File: config.mk
export PLATFORM = sky130hd
export DESIGN_NAME = polynomial_bisection_root
export DESIGN_NICKNAME = d
export VERILOG_FILES = /design/src/rtl/pbr_pkg.sv /design/src/rtl/pbr_cfg.sv /design/src/rtl/pbr_dp.sv /design/src/rtl/pbr_ctrl.sv /design/src/rtl/polynomial_bisection_root.sv
export SDC_FILE = /design/constraint.sdc
export NUM_CORES = 2
export LEC_CHECK = 0
export BUFFER_PORTS_ARGS = -buffer_cell sky130_fd_sc_hd__clkbuf_2
export CAP_MARGIN = 10
export CORE_UTILIZATION = 45
export DETAILED_ROUTE_END_ITERATION = 12
export RECOVER_POWER = 50
export SYNTH_ARGS = -nofsm -noshare
export SYNTH_HDL_FRONTEND = slang
export SYNTH_SLANG_ARGS = --single-unit
File: constraint.sdc
create_clock -name clk -period 9.95 [get_ports clk]
set_clock_uncertainty 0.15 [all_clocks]
set_input_delay 0 -clock clk [delete_from_list [all_inputs] [get_ports clk]]
set_output_delay 0 -clock clk [all_outputs]
set_load 0.01 [all_outputs]
File: src/rtl/pbr_pkg.sv
// shared types, constants and helpers of the polynomial bisection root finder
`timescale 1ns / 1ps

package pbr_pkg;

	localparam int WORD_W          = 32;
	localparam int PROD_W          = 2 * WORD_W;
	localparam int NUM_COEFF       = 6;
	localparam int COEF_IDX_W      = 3;
	localparam int TOL_W           = 31;
	localparam int ITER_W          = 6;
	localparam int CFG_IDX_W       = 3;
	localparam int POLY_DEGREE_DEF = 5;
	localparam int FRAC_BITS_DEF   = 16;

	// reset values of the configuration registers
	localparam logic signed [WORD_W-1:0] COEFF_X1_RST = 32'sd65536;
	localparam logic [TOL_W-1:0]         TOL_RST      = 31'd66;
	localparam logic [ITER_W-1:0]        MAX_ITER_RST = 6'd32;

	typedef logic signed [WORD_W-1:0] word_t;

	// entry k multiplies x^k
	typedef word_t coeff_set_t [NUM_COEFF];

	typedef enum logic [CFG_IDX_W-1:0] {
		REG_COEFF_X5 = 3'd0,
		REG_COEFF_X4 = 3'd1,
		REG_COEFF_X3 = 3'd2,
		REG_COEFF_X2 = 3'd3,
		REG_COEFF_X1 = 3'd4,
		REG_COEFF_X0 = 3'd5,
		REG_TOL      = 3'd6,
		REG_MAX_ITER = 3'd7
	} cfg_reg_t;

	typedef enum logic [1:0] {
		ST_TOL    = 2'd0,
		ST_LIMIT  = 2'd1,
		ST_NOSIGN = 2'd2
	} status_t;

	typedef enum logic [1:0] {
		XSEL_A,
		XSEL_B,
		XSEL_C
	} xsel_t;

	typedef enum logic [2:0] {
		S_IDLE,
		S_INIT,
		S_MUL,
		S_ADD,
		S_DONE
	} state_t;

	typedef struct packed {
		logic                  cap_in;
		logic                  ev_init;
		xsel_t                 xsel;
		logic                  ev_mul;
		logic                  ev_add;
		logic [COEF_IDX_W-1:0] coef_idx;
		logic                  save_fa;
		logic                  decide;
		logic                  fin;
		logic                  root_zero;
		status_t               fin_status;
	} dp_cmd_t;

	typedef struct packed {
		logic opp;
		logic in_tol;
	} dp_stat_t;

	// strictly opposite signs, zero counts as neither
	function automatic logic opposite(input word_t u, input word_t v);
		logic u_pos;
		logic v_pos;
		u_pos = !u[WORD_W-1] && (u != '0);
		v_pos = !v[WORD_W-1] && (v != '0);
		return (u[WORD_W-1] && v_pos) || (u_pos && v[WORD_W-1]);
	endfunction

endpackage

File: src/rtl/pbr_cfg.sv
// configuration register file: coefficients, tolerance and step limit
`timescale 1ns / 1ps

module pbr_cfg (
	input  logic                           clk,
	input  logic                           arst_n,
	input  logic                           cfg_write,
	input  logic [pbr_pkg::CFG_IDX_W-1:0]  cfg_index,
	input  logic [pbr_pkg::WORD_W-1:0]     cfg_data,
	output pbr_pkg::coeff_set_t            coeff,
	output logic [pbr_pkg::TOL_W-1:0]      tol,
	output logic [pbr_pkg::ITER_W-1:0]     max_iter
);

	pbr_pkg::coeff_set_t               coeff_q;
	logic [pbr_pkg::TOL_W-1:0]         tol_q;
	logic [pbr_pkg::ITER_W-1:0]        max_iter_q;

	always_ff @(posedge clk or negedge arst_n) begin
		if (!arst_n) begin
			// all coefficients clear except the linear term, which resets to one
			for (int k = 0; k < pbr_pkg::NUM_COEFF; k++) begin
				coeff_q[k] <= (k == 1) ? pbr_pkg::COEFF_X1_RST : '0;
			end
			tol_q      <= pbr_pkg::TOL_RST;
			max_iter_q <= pbr_pkg::MAX_ITER_RST;
		end else if (cfg_write) begin
			unique case (pbr_pkg::cfg_reg_t'(cfg_index))
				pbr_pkg::REG_COEFF_X5: coeff_q[5] <= $signed(cfg_data);
				pbr_pkg::REG_COEFF_X4: coeff_q[4] <= $signed(cfg_data);
				pbr_pkg::REG_COEFF_X3: coeff_q[3] <= $signed(cfg_data);
				pbr_pkg::REG_COEFF_X2: coeff_q[2] <= $signed(cfg_data);
				pbr_pkg::REG_COEFF_X1: coeff_q[1] <= $signed(cfg_data);
				pbr_pkg::REG_COEFF_X0: coeff_q[0] <= $signed(cfg_data);
				pbr_pkg::REG_TOL:      tol_q      <= cfg_data[pbr_pkg::TOL_W-1:0];
				pbr_pkg::REG_MAX_ITER: max_iter_q <= cfg_data[pbr_pkg::ITER_W-1:0];
				default: ;
			endcase
		end
	end

	assign coeff    = coeff_q;
	assign tol      = tol_q;
	assign max_iter = max_iter_q;

endmodule

File: src/rtl/pbr_dp.sv
// datapath: interval ends, shared horner multiply-add unit and result registers
`timescale 1ns / 1ps

module pbr_dp #(
	parameter int POLY_DEGREE = pbr_pkg::POLY_DEGREE_DEF,
	parameter int FRAC_BITS   = pbr_pkg::FRAC_BITS_DEF
) (
	input  logic                         clk,
	input  logic                         arst_n,
	input  pbr_pkg::dp_cmd_t             cmd,
	output pbr_pkg::dp_stat_t            stat,
	input  pbr_pkg::word_t               lower_end,
	input  pbr_pkg::word_t               upper_end,
	input  pbr_pkg::coeff_set_t          coeff,
	input  logic [pbr_pkg::TOL_W-1:0]    tol,
	output pbr_pkg::word_t               root,
	output pbr_pkg::status_t             status,
	output logic                         done
);

	localparam int W = pbr_pkg::WORD_W;

	pbr_pkg::word_t             a_q;
	pbr_pkg::word_t             b_q;
	pbr_pkg::word_t             x_q;
	pbr_pkg::word_t             acc_q;
	pbr_pkg::word_t             fa_q;
	logic signed [pbr_pkg::PROD_W-1:0] prod_q;
	pbr_pkg::word_t             root_q;
	pbr_pkg::status_t           status_q;
	logic                       done_q;

	logic signed [pbr_pkg::PROD_W-1:0] prod_sh;
	pbr_pkg::word_t             prod_sat;
	logic signed [W:0]          add_sum;
	pbr_pkg::word_t             add_sat;
	logic signed [W:0]          end_sum;
	pbr_pkg::word_t             mid;
	logic [W-1:0]               mag;
	pbr_pkg::word_t             x_next;

	// floor of the product to the fraction grid, clamp to the word, then add the coefficient and clamp again
	always_comb begin
		prod_sh = prod_q >>> FRAC_BITS;
		if (&prod_sh[pbr_pkg::PROD_W-1:W-1] || ~|prod_sh[pbr_pkg::PROD_W-1:W-1]) begin
			prod_sat = prod_sh[W-1:0];
		end else if (prod_sh[pbr_pkg::PROD_W-1]) begin
			prod_sat = {1'b1, {(W-1){1'b0}}};
		end else begin
			prod_sat = {1'b0, {(W-1){1'b1}}};
		end
		add_sum = {prod_sat[W-1], prod_sat} + {coeff[cmd.coef_idx][W-1], coeff[cmd.coef_idx]};
		if (add_sum[W] == add_sum[W-1]) begin
			add_sat = add_sum[W-1:0];
		end else if (add_sum[W]) begin
			add_sat = {1'b1, {(W-1){1'b0}}};
		end else begin
			add_sat = {1'b0, {(W-1){1'b1}}};
		end
	end

	// floor of the halved sum
	assign end_sum = {a_q[W-1], a_q} + {b_q[W-1], b_q};
	assign mid     = end_sum[W:1];

	always_comb begin
		case (cmd.xsel)
			pbr_pkg::XSEL_A: x_next = a_q;
			pbr_pkg::XSEL_B: x_next = b_q;
			default:         x_next = mid;
		endcase
	end

	assign mag         = acc_q[W-1] ? (~acc_q + 1'b1) : acc_q;
	assign stat.in_tol = mag < {1'b0, tol};
	assign stat.opp    = pbr_pkg::opposite(fa_q, acc_q);

	always_ff @(posedge clk) begin
		if (cmd.cap_in) begin
			a_q <= lower_end;
			b_q <= upper_end;
		end
		if (cmd.ev_init) begin
			x_q   <= x_next;
			acc_q <= coeff[POLY_DEGREE];
		end
		if (cmd.ev_mul) begin
			prod_q <= acc_q * x_q;
		end
		if (cmd.ev_add) begin
			acc_q <= add_sat;
		end
		if (cmd.save_fa) begin
			fa_q <= acc_q;
		end
		if (cmd.decide) begin
			if (stat.opp) begin
				b_q <= x_q;
			end else begin
				a_q  <= x_q;
				fa_q <= acc_q;
			end
		end
		if (cmd.fin) begin
			root_q   <= cmd.root_zero ? '0 : x_q;
			status_q <= cmd.fin_status;
		end
	end

	always_ff @(posedge clk or negedge arst_n) begin
		if (!arst_n) begin
			done_q <= 1'b0;
		end else begin
			done_q <= cmd.fin;
		end
	end

	assign root   = root_q;
	assign status = status_q;
	assign done   = done_q;

endmodule

File: src/rtl/pbr_ctrl.sv
// controller: sequences horner steps, endpoint checks and bisection steps
`timescale 1ns / 1ps

module pbr_ctrl #(
	parameter int POLY_DEGREE = pbr_pkg::POLY_DEGREE_DEF
) (
	input  logic                          clk,
	input  logic                          arst_n,
	input  logic                          start,
	output logic                          busy,
	input  logic [pbr_pkg::ITER_W-1:0]    max_iter,
	input  pbr_pkg::dp_stat_t             stat,
	output pbr_pkg::dp_cmd_t              cmd
);

	localparam int KW = pbr_pkg::COEF_IDX_W;
	localparam int IW = pbr_pkg::ITER_W;

	pbr_pkg::state_t  state_q, state_d;
	pbr_pkg::xsel_t   tgt_q, tgt_d;
	logic [KW-1:0]    k_q, k_d;
	logic [IW-1:0]    iter_q, iter_d;
	logic [IW-1:0]    iter_inc;

	assign iter_inc = iter_q + 1'b1;

	always_ff @(posedge clk or negedge arst_n) begin
		if (!arst_n) begin
			state_q <= pbr_pkg::S_IDLE;
			tgt_q   <= pbr_pkg::XSEL_A;
			k_q     <= '0;
			iter_q  <= '0;
		end else begin
			state_q <= state_d;
			tgt_q   <= tgt_d;
			k_q     <= k_d;
			iter_q  <= iter_d;
		end
	end

	always_comb begin
		state_d        = state_q;
		tgt_d          = tgt_q;
		k_d            = k_q;
		iter_d         = iter_q;
		cmd.cap_in     = 1'b0;
		cmd.ev_init    = 1'b0;
		cmd.xsel       = tgt_q;
		cmd.ev_mul     = 1'b0;
		cmd.ev_add     = 1'b0;
		cmd.coef_idx   = k_q;
		cmd.save_fa    = 1'b0;
		cmd.decide     = 1'b0;
		cmd.fin        = 1'b0;
		cmd.root_zero  = 1'b0;
		cmd.fin_status = pbr_pkg::ST_TOL;

		unique case (state_q)
			pbr_pkg::S_IDLE: begin
				if (start) begin
					cmd.cap_in = 1'b1;
					tgt_d      = pbr_pkg::XSEL_A;
					state_d    = pbr_pkg::S_INIT;
				end
			end
			pbr_pkg::S_INIT: begin
				cmd.ev_init = 1'b1;
				k_d         = KW'(POLY_DEGREE - 1);
				state_d     = pbr_pkg::S_MUL;
			end
			pbr_pkg::S_MUL: begin
				cmd.ev_mul = 1'b1;
				state_d    = pbr_pkg::S_ADD;
			end
			pbr_pkg::S_ADD: begin
				cmd.ev_add = 1'b1;
				if (k_q == '0) begin
					state_d = pbr_pkg::S_DONE;
				end else begin
					k_d     = k_q - 1'b1;
					state_d = pbr_pkg::S_MUL;
				end
			end
			pbr_pkg::S_DONE: begin
				case (tgt_q)
					pbr_pkg::XSEL_A: begin
						cmd.save_fa = 1'b1;
						tgt_d       = pbr_pkg::XSEL_B;
						state_d     = pbr_pkg::S_INIT;
					end
					pbr_pkg::XSEL_B: begin
						if (!stat.opp) begin
							cmd.fin        = 1'b1;
							cmd.root_zero  = 1'b1;
							cmd.fin_status = pbr_pkg::ST_NOSIGN;
							state_d        = pbr_pkg::S_IDLE;
						end else if (max_iter == '0) begin
							cmd.fin        = 1'b1;
							cmd.root_zero  = 1'b1;
							cmd.fin_status = pbr_pkg::ST_LIMIT;
							state_d        = pbr_pkg::S_IDLE;
						end else begin
							iter_d  = '0;
							tgt_d   = pbr_pkg::XSEL_C;
							state_d = pbr_pkg::S_INIT;
						end
					end
					default: begin
						if (stat.in_tol) begin
							cmd.fin        = 1'b1;
							cmd.fin_status = pbr_pkg::ST_TOL;
							state_d        = pbr_pkg::S_IDLE;
						end else begin
							cmd.decide = 1'b1;
							if (iter_inc == max_iter) begin
								cmd.fin        = 1'b1;
								cmd.fin_status = pbr_pkg::ST_LIMIT;
								state_d        = pbr_pkg::S_IDLE;
							end else begin
								iter_d  = iter_inc;
								state_d = pbr_pkg::S_INIT;
							end
						end
					end
				endcase
			end
			default: state_d = pbr_pkg::S_IDLE;
		endcase
	end

	assign busy = (state_q != pbr_pkg::S_IDLE);

endmodule

File: src/rtl/polynomial_bisection_root.sv
// top level of the polynomial bisection root finder
`timescale 1ns / 1ps

// Finds a root of a configured polynomial (degree up to POLY_DEGREE, signed
// fixed point with FRAC_BITS fraction bits) inside [lower_end, upper_end] by
// bisection. An item is taken when start is high while busy is low; busy then
// stays high until the result is issued, and the result (root, status) is
// shown for exactly one cycle with done high. There is no backpressure: the
// result must be captured in that cycle. Every polynomial evaluation runs
// Horner's rule on one shared 32x32 multiplier: a load step, then per
// coefficient a multiply step and a floor/clamp/add/clamp step, then a
// decision step. An item evaluates both ends and then one midpoint per
// bisection step. Status 0 means the midpoint met the tolerance, 1 that
// max_iterations steps ran out (root is 0 when the limit is zero), 2 that
// the ends show no strict sign change (root is 0). Reversed ends are
// bisected the same way. Configuration writes take effect at once and
// must only be issued while busy is low.

module polynomial_bisection_root #(
	parameter int POLY_DEGREE = pbr_pkg::POLY_DEGREE_DEF,
	parameter int FRAC_BITS   = pbr_pkg::FRAC_BITS_DEF
) (
	input  logic                           clk,
	input  logic                           arst_n,
	// item handshake
	input  logic                           start,
	output logic                           busy,
	input  logic signed [31:0]             lower_end,
	input  logic signed [31:0]             upper_end,
	// result, valid for one cycle
	output logic                           done,
	output logic signed [31:0]             root,
	output logic [1:0]                     status,
	// configuration write port
	input  logic                           cfg_write,
	input  logic [pbr_pkg::CFG_IDX_W-1:0]  cfg_index,
	input  logic [pbr_pkg::WORD_W-1:0]     cfg_data
);

	pbr_pkg::coeff_set_t             coeff;
	logic [pbr_pkg::TOL_W-1:0]       tol;
	logic [pbr_pkg::ITER_W-1:0]      max_iter;
	pbr_pkg::dp_cmd_t                cmd;
	pbr_pkg::dp_stat_t               stat;
	pbr_pkg::status_t                status_int;

	// coefficients, tolerance and step limit
	pbr_cfg u_cfg (
		.clk       (clk),
		.arst_n    (arst_n),
		.cfg_write (cfg_write),
		.cfg_index (cfg_index),
		.cfg_data  (cfg_data),
		.coeff     (coeff),
		.tol       (tol),
		.max_iter  (max_iter)
	);

	// sequencer: end evaluations, sign check, bisection steps
	pbr_ctrl #(
		.POLY_DEGREE (POLY_DEGREE)
	) u_ctrl (
		.clk      (clk),
		.arst_n   (arst_n),
		.start    (start),
		.busy     (busy),
		.max_iter (max_iter),
		.stat     (stat),
		.cmd      (cmd)
	);

	// interval registers, horner unit and result registers
	pbr_dp #(
		.POLY_DEGREE (POLY_DEGREE),
		.FRAC_BITS   (FRAC_BITS)
	) u_dp (
		.clk       (clk),
		.arst_n    (arst_n),
		.cmd       (cmd),
		.stat      (stat),
		.lower_end (lower_end),
		.upper_end (upper_end),
		.coeff     (coeff),
		.tol       (tol),
		.root      (root),
		.status    (status_int),
		.done      (done)
	);

	assign status = status_int;

	// the result strobe comes with the return to idle, never during work
	a_done_idle: assert property (@(posedge clk) disable iff (!arst_n)
		done |-> !busy)
		else $error("result strobe while busy");

	// the end of an item always produces its result
	a_fall_done: assert property (@(posedge clk) disable iff (!arst_n)
		$fell(busy) |-> done)
		else $error("item finished without a result");

	// an accepted item keeps the block busy in the next cycle
	a_start_busy: assert property (@(posedge clk) disable iff (!arst_n)
		(start && !busy) |=> busy)
		else $error("accepted item did not start work");

	// a rejected interval reports a zero root
	a_nosign_zero: assert property (@(posedge clk) disable iff (!arst_n)
		(done && (status == pbr_pkg::ST_NOSIGN)) |-> (root == '0))
		else $error("no sign change with nonzero root");

endmodule
After elaboration in Yosys (flattened, before gate mapping)
Index checks and enable logic that the tools add are counted.

$add $sub $neg: 5. Multiplexer cells: 58. Reduce and logical (&&, ||, !) cells: 34. $lt $le $gt $ge: 2. Bitwise gates (word level): 3. Equality and inequality tests: 23. Multipliers: 1.

Operator list (number): $mux W32 (18); $bmux W32 S3 (1); $add A32 B32 Y33 (2); $mul A32 B32 Y64 (1); $pmux W32 S2 (1); $reduce_bool A32 Y1 (2); $add A32 B1 Y32 const B (1); $lt A32 B31 Y1 (1); $not A32 Y32 (1); $mux W6 (5); $reduce_and A2 Y1 (9); $reduce_and A17 Y1 (1); $reduce_or A17 Y1 (1); $mux W1 (16); $eq A3 B3 Y1 const B (5); $pmux W3 S5 (1); $eq A3 B2 Y1 const B (4); $pmux W2 S2 (3); $pmux W3 S2 (2); $pmux W6 S2 (1); $logic_not A3 Y1 (3); $mux W3 (3); $mux W2 (4); $mux W4 (2); other kinds (25) (38).

Bits in registers: 502. Logic and storage cells: 147. Input bits: 103.

Logic depth before layout (Yosys ltp)
Word-level depth: 10. Mapped depth: 31. Gate-level depth less buffers: 28.

By module
Synthesis repeated with hierarchy kept, for this count alone.

Cell total of the unflattened synthesis: 5967. Area total of the unflattened synthesis: 61108.6 um^2.

Modules (own cells, without submodules): pbr_dp (cells an instance 5346, instances 1, area an instance 51393.0 um^2, seq. area each 6331.1 um^2); pbr_cfg (cells an instance 494, instances 1, area an instance 8643.3 um^2, seq. area each 5735.5 um^2); pbr_ctrl (cells an instance 127, instances 1, area an instance 1072.3 um^2, seq. area each 350.3 um^2).

Least setup slack after synthesis
OpenSTA, ideal clock, no wires.

Path kind: reg-to-reg. From: register u_dp.acc_q[31]. To: register u_dp.prod_q[60] (netlist bit) (data pin). Arrival time: 8367 ps. Setup slack: 1163 ps. Buffers on the path: 3. Required time: 9530 ps. Clock period less this slack: 8787 ps. Setup time: 270 ps. Cell stages (with the launch flop): 26. Cells stage by stage: edfxtp_1 clkbuf_1 clkbuf_1 clkbuf_1 nand2_1 inv_1 fa_1 fa_1 fa_1 fa_1 fa_1 fa_1 fa_1 fa_1 ha_1 a21oi_1 inv_1 a211oi_1 a21boi_0 a21oi_1 a2111oi_1 o31ai_1 a31oi_1 o21ai_0 a311oi_1 nor2_1.

Word-level cells in the longest chain between the ends: 1.

RTL lines: start: declaration (line pbr_dp.sv:26) `pbr_pkg::word_t acc_q;`; start signal: assignment (line pbr_dp.sv:85) `acc_q <= coeff[POLY_DEGREE];`; start signal: assignment (line pbr_dp.sv:91) `acc_q <= add_sat;`; $mul A32 B32 Y64 (line pbr_dp.sv:88) `prod_q <= acc_q * x_q;`; end signal: assignment (line pbr_dp.sv:88); end: declaration (line pbr_dp.sv:28) `logic signed [pbr_pkg::PROD_W-1:0] prod_q;`.

Every way passes these cells. A chain may end at the register's enable or synchronous reset.

Worst setup path in the final report
From: register u_dp.x_q[9]. To: register u_dp.prod_q[61] (netlist bit) (data pin).

Word-level cells in the longest chain between the ends: 1.

RTL lines: start: declaration (line pbr_dp.sv:25) `pbr_pkg::word_t x_q;`; start signal: assignment (line pbr_dp.sv:84) `x_q <= x_next;`; $mul A32 B32 Y64 (line pbr_dp.sv:88).

Every way passes these cells.

==> out/summary.txt <==
Starting Density: 45.3%
Die area: 136000 um^2
WP data arrival: 9.71 ns
CP delay by family, top: adder cells
Post-synthesis instance area: 60500 um^2
Synth warn: 0
Vias in the first global route: 45096
Worst-Margin Slew: 6.04 ns
CTS tree: done
Clock slew at reported path FFs: 0.06 ns
CTS sink cnt: 486
Async S/R FF share, synth: 50.2%
R2R setup slack: 0.50 ns
Failing checks: capacitance limit, slew limit
H-Tree Depth: 2
Syn Nets: 7379
Initial antenna violation count: 5
Inserted Clock Buffers: 57
Total global routing overflow: 0
Setup_tns: 0 ns
Worst path most repeated cell: fa_1
Clk buf depth: 3
EDFF count, synth: 146
Total wire length after detailed routing: 160000 um
Drt wl/cell: 20.2 um
Final setup viols: 0
Die Y: 369 um
Max transition margin: -302%
Hold Crit Depth: 4
Final Hold Vio Count: 0
Status: finished with violations
DRC viols: 0
Core footprint: 133000 um^2
# diodes: 0
Worst min path class: input pin to flop
CP max stage cell: edfxtp_1
Hold Crit Start: lower_end[11]
Site row count: 134
Synth Area per Inst: 10.2 um^2
Nets: 7539
Yosys cell types: 77
Port-buffer cells: 138
Reg2reg path depth: 26
Clk_lat worst skew: 0.68 ns
CP Class: flop to flop
Commonest register cell after synthesis: dfrtp_1
Post-synthesis sequential area ratio: 20.5%
Slowest stage delay, CP: 0.74 ns
Crit Path Max Fanout: 18
Max-Cap Viols: 10
Clk root buf: clkbuf_16
Count of final max-slew check failures: 435
R2R Path Start: u_dp.x_q[9]
Post-synthesis register bit count: 486
Commonest non-fill, non-tap cell in the layout: fa_1
Met3 usage: 2.06%
HPWL after detailed placement: 125000 um
Fmax: 106 MHz
Most used routing layer: met2
Placed instance area: 63400 um^2
Area growth syn-to-layout: 10.3%
Largest net degree at the start of global routing: 114
Buf+Inv Stages, Crit Path: 5
Met1 Use GR: 32.0%
GRT Resource Usage Total: 24.4%
RSZ-0062 raised after global routing: false
Crit path time final: 9.45 ns
Via count: 41734
IO Pins: 139
Hold EP: u_dp.a_q[11]
Layout cell share with drive strength beyond 1: 11.1%
Routability Congestion: 0.893
Final worst-path cycle share: 95.0%
Cells after Synth: 5916
CP endpoint kind: flop
First-pass GRT wire length: 258000 um
Most frequent cells in the layout: fa_1 (1083), inv_1 (1058), nand2_1 (661)
Drt first pass iters: 5
Via density per instance: 5.29
Crit path required time: 10.21 ns
Met2 usage: 43.0%
RR Endpoint: u_dp.prod_q[61]
Die outline width: 369 um
Worst setup SP type: flop
Final Cell Area: 66700 um^2
Starting DRC count in detailed routing: 2467
Antenna Nets Post-Route: 0
-- layer usage --
layer	up-vias	part of all wire (%)
li1	18752	-
met1	21837	42
met2	909	51
met3	232	3.7
met4	4	3.1
met5	-	0.017
-- how the worst max path moves through the flow --
stage	start	endpoint	slack (ns)	depth (start not counted)
finish	u_dp.x_q[9]	u_dp.prod_q[61]	0.50	26
global route	u_dp.x_q[9]	u_dp.prod_q[61]	0.07	26
CTS	u_dp.acc_q[16]	u_dp.prod_q[61]	0.12	26
detailed placement	u_dp.acc_q[16]	u_dp.prod_q[61]	0.16	26
global placement	u_dp.acc_q[10]	u_dp.prod_q[61]	0.24	27
floorplan	u_dp.acc_q[31]	u_dp.prod_q[60]	1.16	25
-- cell type report --
class	count	area [um^2]
Clock buffer	81	1680
Clock inverter	26	307
Fill cell	12296	66700
Inverter	1058	3970
Multi-Input combinational cell	4034	42800
Sequential cell	486	12400
Tap cell	1768	2210
Timing Repair Buffer	439	3290
-- worst reg2reg max path: cells and delay by family, from the launching register on --
family                   cells  cell delay [ns]
adder cells (fa/ha/maj)      9             4.45
AO/OA/AOI/OAI                6             1.93
AND/OR/NAND/NOR              5             1.19
flip-flops                   1             0.74
buffers and inverters        5             0.58
XOR/XNOR                     1             0.15
-- timing repair --
action	CTS	global route
buffers inserted	0	9
hold endpoints to repair	412	0
setup endpoints to repair	0	10
resized for setup	0	3
hold buffers	139	0
-- state kept, by name (all words and copies together) (netlist names), 3 cells and up --
signal and flops:
u_cfg.max_iter 6, u_dp.x_q 32, u_dp.acc_q 32, u_dp.b_q 32, u_cfg.coeff 192, u_ctrl.iter_q 6, u_dp.root 32, u_dp.a_q 32
u_dp.prod_q 48, u_dp.fa_q 32, u_cfg.tol 31, u_ctrl.k_q 3, u_ctrl.state_q 3
-- Yosys cell counts (19+ instances only) --
cell type / count / share of area [%]
o21ai_0: 171 / 1.4
nand2b_1: 22 / 0.23
nand2_1: 661 / 4.1
o22ai_1: 32 / 0.33
mux2_2: 232 / 4.3
a21oi_1: 111 / 0.92
nor2b_1: 82 / 0.85
o21bai_1: 21 / 0.26
xnor2_1: 104 / 1.5
nand4_1: 22 / 0.23
o31ai_1: 19 / 0.24
dfxtp_1: 96 / 3.2
and3_1: 22 / 0.23
nand3_1: 31 / 0.26
nor2_1: 101 / 0.63
mux4_2: 32 / 1.2
and2_1: 515 / 5.3
ha_1: 277 / 5.7
inv_1: 1058 / 6.6
mux2_4: 30 / 0.74
o21a_1: 21 / 0.26
mux2i_1: 122 / 2.0
fa_1: 1083 / 36
a21o_1: 94 / 1.2
nor4_1: 21 / 0.22
clkbuf_1: 307 / 1.9
dfrtp_1: 240 / 9.9
xor2_1: 35 / 0.51
edfxtp_1: 146 / 7.2
nor3_1: 30 / 0.25
-- through the flow --
stage | utilization (%) | hold slack (ns) | instances | setup slack (ns)
floorplan | - | -0.446 | 5916 | 1.16
global placement | 47.5 | 0.0137 | 7637 | 0.240
detailed placement | 47.5 | 0.0113 | 7637 | 0.157
CTS | 50.0 | 0.000226 | 7883 | 0.125
global route | 50.0 | 0.0368 | 7892 | 0.0692
finish | 50.0 | 0.0236 | 7892 | 0.498
-- cells by family (layout without fill, tap and decap cells) --
family / count (synthesis) / count (layout) / synth area share (%)
compound gates: 567 / 567 / 5.95
xor+xnor: 139 / 139 / 2.01
fa+ha+maj: 1364 / 1364 / 41.6
buf+inv: 1396 / 1604 / 8.74
flops: 486 / 486 / 20.5
mux: 416 / 416 / 8.28
simple gates: 1548 / 1548 / 12.8
Power is left out: the tool's default activity adds up to more than one toggle a clock period on the data nets, which glitch-free logic cannot reach.
